File: src/hw/rtl/assert_macros.svh
// assertion macros shared by the rtl
// expects a clock named clk and an active-low reset named arst_n in scope
`ifndef ASSERT_MACROS_SVH
`define ASSERT_MACROS_SVH

// property must hold at every clock edge outside reset
`define ASSERT_ALWAYS(label, prop, msg) \
	label: assert property (@(posedge clk) disable iff (!arst_n) (prop)) else $error(msg);

// antecedent implies consequent in the next cycle
`define ASSERT_NEXT(label, ante, cons, msg) \
	label: assert property (@(posedge clk) disable iff (!arst_n) (ante) |=> (cons)) \
		else $error(msg);

`endif

File: src/hw/rtl/lacptrl_pkg.sv
// types, codes and control store for the lacp transmit rate limiter
// no dependencies
package lacptrl_pkg;

	localparam int unsigned MAX_RUN_STEPS_DEF = 10;

	localparam int unsigned CNT_W   = 4;
	localparam int unsigned TIMER_W = 8;
	localparam logic [CNT_W-1:0] CNT_MAX = '1;

	// commands
	localparam logic [1:0] CMD_RUN   = 2'd0;
	localparam logic [1:0] CMD_TICK  = 2'd1;
	localparam logic [1:0] CMD_RESET = 2'd2;

	// machine states
	localparam logic [1:0] ST_NO_TX       = 2'd0;
	localparam logic [1:0] ST_RESET_COUNT = 2'd1;
	localparam logic [1:0] ST_TX_PDU      = 2'd2;
	localparam logic [1:0] ST_INVALID     = 2'd3;

	// register indexes
	localparam logic REG_TX_LIMIT    = 1'b0;
	localparam logic REG_TX_INTERVAL = 1'b1;

	localparam logic [3:0]         TX_LIMIT_RST    = 4'd3;
	localparam logic [TIMER_W-1:0] TX_INTERVAL_RST = 8'd10;

	typedef struct packed {
		logic [1:0] command;
		logic       tx_enabled;
		logic       ntt_request;
		logic       mac_operational;
		logic       single_step;
	} in_item_t;

	typedef struct packed {
		logic [1:0]       tx_state;
		logic             pdu_sent;
		logic [3:0]       transitions;
		logic             ntt_pending;
		logic [CNT_W-1:0] sent_count;
	} out_item_t;

	// microprogram addresses
	localparam int unsigned UPC_W = 3;
	localparam logic [UPC_W-1:0] U_IDLE  = 3'd0;
	localparam logic [UPC_W-1:0] U_PREP  = 3'd1;
	localparam logic [UPC_W-1:0] U_STEP  = 3'd2;
	localparam logic [UPC_W-1:0] U_TICK  = 3'd3;
	localparam logic [UPC_W-1:0] U_CLEAR = 3'd4;
	localparam logic [UPC_W-1:0] U_EMIT  = 3'd5;

	// datapath operations
	localparam logic [2:0] OP_NONE  = 3'd0;
	localparam logic [2:0] OP_PREP  = 3'd1;
	localparam logic [2:0] OP_STEP  = 3'd2;
	localparam logic [2:0] OP_TICK  = 3'd3;
	localparam logic [2:0] OP_CLEAR = 3'd4;
	localparam logic [2:0] OP_EMIT  = 3'd5;

	// jump kinds
	localparam logic [1:0] J_GOTO     = 2'd0;
	localparam logic [1:0] J_DISPATCH = 2'd1;
	localparam logic [1:0] J_LOOP     = 2'd2;
	localparam logic [1:0] J_OUTFREE  = 2'd3;

	typedef struct packed {
		logic [2:0]       op;
		logic [1:0]       jmp;
		logic [UPC_W-1:0] target;
	} ucw_t;

	function automatic ucw_t ucode_rom(input logic [UPC_W-1:0] addr);
		ucw_t w;
		unique case (addr)
			U_IDLE:  w = '{op: OP_NONE,  jmp: J_DISPATCH, target: U_IDLE};
			U_PREP:  w = '{op: OP_PREP,  jmp: J_GOTO,     target: U_STEP};
			U_STEP:  w = '{op: OP_STEP,  jmp: J_LOOP,     target: U_EMIT};
			U_TICK:  w = '{op: OP_TICK,  jmp: J_GOTO,     target: U_EMIT};
			U_CLEAR: w = '{op: OP_CLEAR, jmp: J_GOTO,     target: U_EMIT};
			U_EMIT:  w = '{op: OP_EMIT,  jmp: J_OUTFREE,  target: U_IDLE};
			default: w = '{op: OP_NONE,  jmp: J_GOTO,     target: U_IDLE};
		endcase
		return w;
	endfunction

endpackage

File: src/hw/rtl/lacp_transmit_rate_limiter_unit.sv
// lacp transmit rate limiter: microcoded sequencer with its datapath
// depends on lacptrl_pkg and assert_macros.svh
//
//  channel  | direction | handshake         | payload
//  ---------+-----------+-------------------+---------------------
//  in       | input     | in_valid/in_stall | in_item (in_item_t)
//  out      | output    | out_valid/out_stall | out_item (out_item_t)
//  config   | input     | apb psel/penable  | tx_limit, tx_interval
//
// a run item passes prep, then a step per transition taken (0..MAX_RUN_STEPS)
// plus one that finds none, unless the step limit or single step ends the run,
// then emit; tick and reset items pass tick or clear, unused commands neither,
// then emit; one item is worked on at a time; the next is taken once the result
// is in the output register, which holds it while out_stall is high
// reset puts the machine in no-transmit with all counts cleared
`include "assert_macros.svh"

module lacp_transmit_rate_limiter_unit
	import lacptrl_pkg::*;
#(
	parameter int unsigned MAX_RUN_STEPS = MAX_RUN_STEPS_DEF
) (
	input  logic        clk,
	input  logic        arst_n,
	input  logic        in_valid,
	output logic        in_stall,
	input  in_item_t    in_item,
	output logic        out_valid,
	input  logic        out_stall,
	output out_item_t   out_item,
	input  logic        psel,
	input  logic        penable,
	input  logic        pwrite,
	input  logic [2:0]  paddr,
	input  logic [31:0] pwdata,
	output logic [31:0] prdata,
	output logic        pready
);

	localparam int unsigned STEP_W = $clog2(MAX_RUN_STEPS + 1);
	localparam int unsigned SAT_W  = (STEP_W > 4) ? STEP_W : 4;

	logic [UPC_W-1:0]   upc_q, upc_d;
	ucw_t               ucw;
	in_item_t           item_q;
	logic [1:0]         mstate_q, mstate_d;
	logic               ntt_q, ntt_d;
	logic [CNT_W-1:0]   cnt_q, cnt_d;
	logic [TIMER_W-1:0] timer_q, timer_d;
	logic               sent_q, sent_d;
	logic [STEP_W-1:0]  steps_q, steps_d;
	logic [3:0]         tx_limit_q;
	logic [TIMER_W-1:0] tx_interval_q;
	logic               out_valid_q;
	out_item_t          out_item_q;

	logic               in_acc, out_free, cfg_wr;
	logic               taken, step_sent, loop_on;
	logic [1:0]         st_n;
	logic               ntt_n;
	logic [CNT_W-1:0]   cnt_n;
	logic [TIMER_W-1:0] timer_n;
	logic [SAT_W-1:0]   steps_ext;

	// configuration port
	assign pready = 1'b1;
	assign cfg_wr = psel && penable && pwrite;

	always_ff @(posedge clk or negedge arst_n) begin
		if (!arst_n) begin
			tx_limit_q    <= TX_LIMIT_RST;
			tx_interval_q <= TX_INTERVAL_RST;
		end else if (cfg_wr) begin
			unique case (paddr[2])
				REG_TX_LIMIT:    tx_limit_q    <= pwdata[3:0];
				REG_TX_INTERVAL: tx_interval_q <= pwdata[TIMER_W-1:0];
				default: ;
			endcase
		end
	end

	always_comb begin
		prdata = '0;
		unique case (paddr[2])
			REG_TX_LIMIT:    prdata = 32'(tx_limit_q);
			REG_TX_INTERVAL: prdata = 32'(tx_interval_q);
			default: ;
		endcase
	end

	// control store
	assign ucw      = ucode_rom(upc_q);
	assign in_stall = (upc_q != U_IDLE);
	assign in_acc   = in_valid && !in_stall;
	assign out_free = !out_valid_q || !out_stall;

	// one transition of the machine
	always_comb begin
		taken     = 1'b0;
		step_sent = 1'b0;
		st_n      = mstate_q;
		ntt_n     = ntt_q;
		cnt_n     = cnt_q;
		timer_n   = timer_q;
		priority if (mstate_q != ST_NO_TX && !item_q.tx_enabled) begin
			taken = 1'b1;
			st_n = ST_NO_TX; ntt_n = 1'b0; cnt_n = '0; timer_n = '0;
		end else begin
			unique case (mstate_q)
				ST_NO_TX: begin
					if (!item_q.tx_enabled && ntt_q) begin
						taken = 1'b1;
						st_n = ST_NO_TX; ntt_n = 1'b0; cnt_n = '0; timer_n = '0;
					end else if (item_q.tx_enabled) begin
						taken = 1'b1;
						st_n = ST_RESET_COUNT; cnt_n = '0;
					end
				end
				ST_RESET_COUNT, ST_TX_PDU: begin
					if (ntt_q && (mstate_q == ST_RESET_COUNT ||
							cnt_q < tx_limit_q)) begin
						taken = 1'b1;
						st_n = ST_TX_PDU;
						if (item_q.mac_operational) begin
							step_sent = 1'b1;
							ntt_n = 1'b0;
							if (timer_q == '0) begin
								timer_n = tx_interval_q;
								cnt_n = CNT_W'(1);
							end else if (cnt_q != CNT_MAX) begin
								cnt_n = cnt_q + CNT_W'(1);
							end
						end
					end else if (mstate_q == ST_TX_PDU && timer_q == '0) begin
						taken = 1'b1;
						st_n = ST_RESET_COUNT; cnt_n = '0;
					end
				end
				default: begin
					taken = 1'b1;
					st_n = ST_NO_TX; ntt_n = 1'b0; cnt_n = '0; timer_n = '0;
				end
			endcase
		end
	end

	assign loop_on = taken && !item_q.single_step &&
		((STEP_W + 1)'(steps_q) + (STEP_W + 1)'(1) < (STEP_W + 1)'(MAX_RUN_STEPS));

	// sequencer
	always_comb begin
		upc_d = ucw.target;
		unique case (ucw.jmp)
			J_GOTO: upc_d = ucw.target;
			J_DISPATCH: begin
				if (in_acc) begin
					unique case (in_item.command)
						CMD_RUN:   upc_d = U_PREP;
						CMD_TICK:  upc_d = U_TICK;
						CMD_RESET: upc_d = U_CLEAR;
						default:   upc_d = U_EMIT;
					endcase
				end else begin
					upc_d = upc_q;
				end
			end
			J_LOOP:    upc_d = loop_on ? upc_q : ucw.target;
			J_OUTFREE: upc_d = out_free ? ucw.target : upc_q;
			default:   upc_d = U_IDLE;
		endcase
	end

	// datapath
	always_comb begin
		mstate_d = mstate_q;
		ntt_d    = ntt_q;
		cnt_d    = cnt_q;
		timer_d  = timer_q;
		sent_d   = sent_q;
		steps_d  = steps_q;
		unique case (ucw.op)
			OP_NONE: begin
				if (in_acc) begin
					sent_d  = 1'b0;
					steps_d = '0;
				end
			end
			OP_PREP: begin
				if (item_q.ntt_request) ntt_d = 1'b1;
			end
			OP_STEP: begin
				if (taken) begin
					mstate_d = st_n;
					ntt_d    = ntt_n;
					cnt_d    = cnt_n;
					timer_d  = timer_n;
					sent_d   = sent_q | step_sent;
					steps_d  = steps_q + STEP_W'(1);
				end
			end
			OP_TICK: begin
				if (timer_q != '0) timer_d = timer_q - TIMER_W'(1);
			end
			OP_CLEAR: begin
				mstate_d = ST_NO_TX;
				ntt_d    = 1'b0;
				cnt_d    = '0;
				timer_d  = '0;
			end
			OP_EMIT: ;
			default: ;
		endcase
	end

	always_ff @(posedge clk or negedge arst_n) begin
		if (!arst_n) begin
			upc_q    <= U_IDLE;
			mstate_q <= ST_NO_TX;
			ntt_q    <= 1'b0;
			cnt_q    <= '0;
			timer_q  <= '0;
			sent_q   <= 1'b0;
			steps_q  <= '0;
		end else begin
			upc_q    <= upc_d;
			mstate_q <= mstate_d;
			ntt_q    <= ntt_d;
			cnt_q    <= cnt_d;
			timer_q  <= timer_d;
			sent_q   <= sent_d;
			steps_q  <= steps_d;
		end
	end

	always_ff @(posedge clk) begin
		if (in_acc) item_q <= in_item;
	end

	// output register
	assign steps_ext = SAT_W'(steps_q);

	always_ff @(posedge clk or negedge arst_n) begin
		if (!arst_n) begin
			out_valid_q <= 1'b0;
		end else if (ucw.op == OP_EMIT && out_free) begin
			out_valid_q <= 1'b1;
		end else if (!out_stall) begin
			out_valid_q <= 1'b0;
		end
	end

	always_ff @(posedge clk) begin
		if (ucw.op == OP_EMIT && out_free) begin
			out_item_q.tx_state    <= mstate_q;
			out_item_q.pdu_sent    <= sent_q;
			out_item_q.transitions <= (steps_ext > SAT_W'(15)) ? 4'd15 : steps_ext[3:0];
			out_item_q.ntt_pending <= ntt_q;
			out_item_q.sent_count  <= cnt_q;
		end
	end

	assign out_valid = out_valid_q;
	assign out_item  = out_item_q;

	`ASSERT_ALWAYS(a_steps_bound, steps_q <= STEP_W'(MAX_RUN_STEPS), "run step count overran")
	`ASSERT_ALWAYS(a_state_code, mstate_q != ST_INVALID, "machine reached invalid state code")
	`ASSERT_ALWAYS(a_sent_clears_ntt, !(out_valid_q && out_item_q.pdu_sent &&
		out_item_q.ntt_pending), "pdu sent but need-to-transmit still set")
	`ASSERT_NEXT(a_emit_loads, ucw.op == OP_EMIT && out_free, out_valid_q && upc_q == U_IDLE,
		"result not loaded on emit")

endmodule

File: config.mk
export PLATFORM = sky130hd
export DESIGN_NAME = lacp_transmit_rate_limiter_unit
export DESIGN_NICKNAME = d
export VERILOG_FILES = /design/src/hw/rtl/lacptrl_pkg.sv /design/src/hw/rtl/lacp_transmit_rate_limiter_unit.sv
export VERILOG_INCLUDE_DIRS = /design/src /design/src/hw/rtl
export SDC_FILE = /design/constraint.sdc
export NUM_CORES = 1
export LEC_CHECK = 0
export BUFFER_PORTS_ARGS = -buffer_cell sky130_fd_sc_hd__buf_2
export CORE_MARGIN = 3
export CORE_UTILIZATION = 50
export DETAILED_ROUTE_END_ITERATION = 8
export GPL_ROUTABILITY_DRIVEN = 0
export PLACE_DENSITY = 0.8
export SYNTH_ARGS = -nofsm -noshare
export SYNTH_HDL_FRONTEND = slang
export SYNTH_SLANG_ARGS = --single-unit
File: constraint.sdc
create_clock -name clk -period 6.8 [get_ports clk]
set_clock_uncertainty 0.1 [all_clocks]
set_input_delay 0 -clock clk [delete_from_list [all_inputs] [get_ports clk]]
set_output_delay 0 -clock clk [all_outputs]
set_load 0.005 [all_outputs]
Word level (Yosys, flattened, before mapping)
Index checks and enable logic that the tools add are counted.

Reductions and logical operators: 39. Magnitude comparators: 3. $add $sub $neg: 4. Bitwise logic cells: 2. Eq/ne operators: 34. Mux-type cells: 61.

Operators with widths (number): $pmux 32 s2 (1); $mux 8 (7); $pmux 8 s6 (1); $mux 4 (11); $pmux 4 s2 (3); $pmux 8 s3 (1); $ne 4x4->1 const B (5); $mux 1 (19); $pmux 8 s2 (1); $ne 5x5->1 const B (3); $ne 2x2->1 const B (7); $eq 3x2->1 const B (4); $eq 3x3->1 const B (4); $mux 2 (6); $pmux 3 s4 (1); $reduce_and 6->1 (2); $logic_and 1x1->1 (10); $mux 3 (3); $pmux 3 s3 (1); $reduce_bool 3->1 (3); $add 4x1->4 const B (2); $eq 2x2->1 const B (4); $logic_not 8->1 (1); $pmux 2 s2 (2); other kinds (24) (41).

Flip-flop bits (word level): 52. Word-level logic and storage cells: 162. Input bits: 48. Output and inout port bits: 47.

Logic depth before layout (Yosys ltp)
Word-level depth: 10. Depth in mapped cells: 8. Gate-level depth less buffers: 8.

Worst setup path before layout
Ideal clock, no wire load.

Kind: flip-flop to flip-flop. From: reg tx_limit_q[1]. To: reg steps_q[3], in the netlist steps_ext[3]. Path slack: 4435 ps. Library setup time: 126 ps. Data required time: 6574 ps. Path buffers: 0. Clock period less this slack: 2365 ps. Data arrival time: 2138 ps. Stages on the path, launching flop included: 9. Cell sequence: dfstp_2 > inv_1 > ha_1 > o211ai_1 > o2111ai_1 > a21oi_1 > o21ai_1 > and3_1 > a311o_1.

Word-level cells in the longest chain between the ends: 8.

Ends and longest elaborated chain: start: declaration (line lacp_transmit_rate_limiter_unit.sv:52) `logic [3:0] tx_limit_q;`; start signal: assignment (line lacp_transmit_rate_limiter_unit.sv:75) `REG_TX_LIMIT: tx_limit_q <= pwdata[3:0];`; $lt 4x4->1 (line lacp_transmit_rate_limiter_unit.sv:121) `cnt_q < tx_limit_q)) begin`; $logic_or 1x1->1 (line lacp_transmit_rate_limiter_unit.sv:120) `if (ntt_q && (mstate_q == ST_RESET_COUNT ||`; $logic_and 1x1->1 (line lacp_transmit_rate_limiter_unit.sv:120); $mux 1 (line lacp_transmit_rate_limiter_unit.sv:120); $pmux 1 s2 (line lacp_transmit_rate_limiter_unit.sv:109) `unique case (mstate_q)`; $mux 1 (line lacp_transmit_rate_limiter_unit.sv:105) `priority if (mstate_q != ST_NO_TX && !item_q.tx_enabled) begin`; $ne 2x2->1 (no source line); $reduce_and 3->1 (no source line); end signal: assignment (line lacp_transmit_rate_limiter_unit.sv:231) `steps_q <= steps_d;`; end: declaration (line lacp_transmit_rate_limiter_unit.sv:51) `logic [STEP_W-1:0] steps_q, steps_d;`.

No other way between the ends. A chain may end at the register's enable or synchronous reset.

Final worst setup path
From: reg mstate_q[1]. To: reg timer_q[2].

Word-level cells in the longest chain between the ends: 8. Elaborated cells on any way between the ends: 23. Those cells by class: 7 x eq/ne; 8 x mux; 8 x reduce/logical.

Ends and longest elaborated chain: start: declaration (line lacp_transmit_rate_limiter_unit.sv:46) `logic [1:0] mstate_q, mstate_d;`; start signal: assignment (line lacp_transmit_rate_limiter_unit.sv:226) `mstate_q <= mstate_d;`; $eq 2x2->1 or $eq 2x1->1 (tied branches) (line lacp_transmit_rate_limiter_unit.sv:109, lacp_transmit_rate_limiter_unit.sv:134, lacp_transmit_rate_limiter_unit.sv:120); $logic_and 1x1->1 or $logic_or 1x1->1 (tied branches) (line lacp_transmit_rate_limiter_unit.sv:134, lacp_transmit_rate_limiter_unit.sv:120); $mux 1 or $logic_and 1x1->1 (tied branches) (line lacp_transmit_rate_limiter_unit.sv:134, lacp_transmit_rate_limiter_unit.sv:120); $mux 1 (line lacp_transmit_rate_limiter_unit.sv:120); $pmux 1 s2 (line lacp_transmit_rate_limiter_unit.sv:109); $mux 1 (line lacp_transmit_rate_limiter_unit.sv:105); $ne 2x2->1 (no source line); $reduce_and 7->1 (no source line); end signal: assignment (line lacp_transmit_rate_limiter_unit.sv:229) `timer_q <= timer_d;`; end: declaration (line lacp_transmit_rate_limiter_unit.sv:49) `logic [TIMER_W-1:0] timer_q, timer_d;`.

Parallel ways exist; a longest one is shown, timed or not. The select of a mux whose other input is x is not followed.

==> results.md <==
- H-tree depth: 2
- Worst skew pair latency: 0.30 ns
- Area delta synth->final: 15.3%
- Most instantiated cells after synthesis: dfrtp_1, buf_4, o21ai_0, nand2_1, inv_1
- Slowest CP cell: a31oi_1
- Synth Instances: 295
- Synth warnings: 0
- Sequential share of the synthesized area: 0.458
- Ranking of synthesized cells by area: dfrtp_1, edfxtp_1, buf_4, mux2_2, ha_1
- R2R Setup Slk: slightly above 4 ns
- Core footprint: between 0.005 and 0.006 mm²
- Worst setup EP type: flop
- Antenna Nets Post-Route: 0
- Power density cells: just under 400 mW/mm²
- Post-CTS Resized: 0
- Slew @ Worst Pin: around 0.8 ns
- Worst Path Max Fanout: 8
- Clock sink count: 52
- Outcome: completed
- RSZ-0062 raised after global routing: false
- Vias in the first global route: between 2000 and 2500
- Worst Setup Slack, final: about 4.0 ns
- Gr ovfl total: 0
- Post-synth top flop: dfrtp_1
- Mapped cell area: around 0.003 mm²
- Max Root-Sink Buffers: 2
- First-pass GRT wire length: about 11000 µm
- Tcrit/Tclk final: 0.408
- Num rows: 27
- I/O Buffers: between 40 and 50
- Initial Utilization: 0.533
- Hold Path Class: input port to flop
- CP Data Arrival Time: around 2.9 ns
- Routed len/inst: around 15 µm
- Max incr delay on CP: about 0.60 ns
- Area leader, netlist: dfrtp_1
- Share of layout cells above drive strength 1: 0.244
- Worst Hold Launch: in_valid
- DR vias/cell: roughly 5.6
- TritonCTS clock tree: built
- Hpwl dp: between 4000 and 5000 µm
- Worst reg-to-reg path cell count: 7
- Max Fclk: about 360 MHz
- FF-to-FF End: timer_q[2]$_DFFE_PN0P_
- CP startpoint kind: flop
- Unique masters post-synth: 63
- Final slew viol count: 0
- Die W: 83.8 µm
- Worst Hold End: sent_q$_DFFE_PN0P_
- Number of synthesized flops with an enable pin: 16
- Antenna violations before repair: 0
- Detailed-router iteration count before antenna repair: 4
- Critical path class: flop to flop
- Tmin final: about 2.8 ns
- Hold slack final: ~0.023 ns
- Remaining DRCs: 0
- Clock transition at path regs: about 0.090 ns
- CTS Buf Count: 5
- Chip height: 83.8 µm
- Total of max-cap violations: 0
- Fin. Hold Viols: 0
- Yosys reg bits: 52
- Slew headroom: 0.452
- Maximum vdd drop: 0.000165 V
- FFs w/ async S/R, synth: 0.692
- Hold Buf Count CTS: 17
- Antenna diodes: 0
- Routed wire length: between 6000 and 7000 µm
- Worst slack at placement: 4.10 ns
- Postcts setup bufs: 0
- Final setup TNS: 0 ns
- CP cell instances: inv_1 -> ha_1 -> o21ai_1 -> a211o_2 -> a31oi_1 -> o21bai_4 -> a2bb2oi_1
- Setup Viol. Count Final: 0
- R2r startpoint: mstate_q[1]$_DFFE_PN0P_
- DR vias: roughly 2400
- WHS Path Cells: 3
- Required time of the critical path: slightly below 7 ns
- Gr usage total: 0.187
- Synth top area share: 0.265
- Number of top-level pins: 95
- Syn_area_per_cell: ~10 µm²
- Largest net degree at the start of global routing: 37
- Drt initial violations: around 140
- Dominant cell by count in the synthesized netlist: dfrtp_1
- Nets: approximately 420
- Clk root buf: clkbuf_8
- Die area: between 0.007 and 0.008 mm²
- Leakage power: between 1.5 and 2 nW
## metal layers
metal | wire (µm) | GRT usage | vias to the layer above
li1 | - | - | 1158
met1 | 2680 | 0.238 | 1147
met2 | 3180 | 0.319 | 85
met3 | 352 | 0.0336 | 13
met4 | 144 | 0.0702 | 0
met5 | 0 | 0 | -
## report_power, final
part / internal (W) / total, W / switching [W]
combinational: 0.000253 / 0.000631 / 0.000378
sequential: 0.000428 / 0.000517 / 0.0000897
clock: 0.000109 / 0.000209 / 0.0000999
## logic make-up (layout without fill, tap and decap cells)
| family | count (synthesis) | after routing | share of synthesized area |
|---|---|---|---|
| AOI/OAI and AO/OA | 84 | 84 | 0.192 |
| adders and majority gates | 11 | 11 | 0.0455 |
| buffers and inverters | 49 | 88 | 0.0955 |
| DFF | 52 | 52 | 0.458 |
| muxes | 14 | 14 | 0.0517 |
| other | 2 | 25 | 0.00248 |
| and+or+nand+nor | 83 | 83 | 0.155 |
## critical path, delay by kind of cell, from the launching register on
family | cells | cell delay [ns]
buf+inv | 1 | 0.08
flops | 1 | 0.44
fa+ha+maj | 1 | 0.33
compound gates | 5 | 1.74
## cell usage in the layout, fill, tap and decap left out, drive strengths merged, types with 2 or more instances in the layout
master | synthesis | layout
a2bb2oi | 2 | 2
dfrtp | 32 | 32
a21o | 4 | 4
a21oi | 17 | 17
nor2b | 2 | 2
or3b | 2 | 2
o2bb2ai | 7 | 7
nand2 | 21 | 21
nor2 | 15 | 15
a211oi | 2 | 2
nand4 | 3 | 3
or2 | 2 | 2
o21ai | 24 | 24
mux2 | 13 | 13
nand3 | 7 | 7
o211ai | 2 | 2
and4b | 2 | 2
buf | 26 | 44
and2 | 6 | 6
nand2b | 2 | 2
conb | 2 | 25
ha | 11 | 11
and3 | 2 | 2
inv | 19 | 19
dfstp | 4 | 4
nor4 | 2 | 2
nor3 | 7 | 7
nor3b | 5 | 5
a211o | 2 | 2
edfxtp | 16 | 16
clkinv | 0 | 2
clkbuf | 4 | 5
a22oi | 4 | 4
o2111ai | 2 | 2
a31oi | 6 | 6
dlygate4sd3 | 0 | 17
## cell type report
class                      instances  area [µm²]
fill                             471        2190
inverter                          19        71.3
clock buffer                       5        68.8
sequential                        52        1390
tap                               72        90.1
timing repair buffer              61         393
clock inverter                     3        42.5
multi-input combinational        217        1440
## state kept, by name, summed over array words and instances, names as in the netlist
register	cells
tx_limit_q	4
out_item	12
out_valid	1
item_q	4
upc_q	3
tx_interval_q	8
ntt_q	1
mstate_q	2
steps_ext	4
timer_q	8
cnt_q	4
sent_q	1
## worst max-delay path by stage
stage          slack, ns                       from                        to  cells past startpoint
2_1_floorplan       4.44  tx_limit_q[1]$_DFFE_PN1P_  steps_ext[3]$_DFFE_PN0P_                      8
3_3_place_gp        4.14  tx_limit_q[1]$_DFFE_PN1P_    timer_q[3]$_DFFE_PN0P_                      8
3_5_place_dp        4.10    mstate_q[1]$_DFFE_PN0P_    timer_q[2]$_DFFE_PN0P_                      7
4_1_cts             4.07  tx_limit_q[1]$_DFFE_PN1P_    timer_q[2]$_DFFE_PN0P_                      8
5_1_grt             3.87  tx_limit_q[1]$_DFFE_PN1P_  steps_ext[3]$_DFFE_PN0P_                      8
6_report            4.03    mstate_q[1]$_DFFE_PN0P_    timer_q[2]$_DFFE_PN0P_                      7
## per-stage QoR
stage          total power, W   util  cell area (µm²)  instances
2_1_floorplan        0.000974      -             3110        318
3_3_place_gp          0.00111  0.565             3210        404
3_5_place_dp          0.00114  0.565             3210        404
4_1_cts               0.00136  0.615             3490        429
5_1_grt               0.00147  0.615             3490        429
6_report              0.00136  0.615             3490        429
Power figures use the tool's default switching activity.
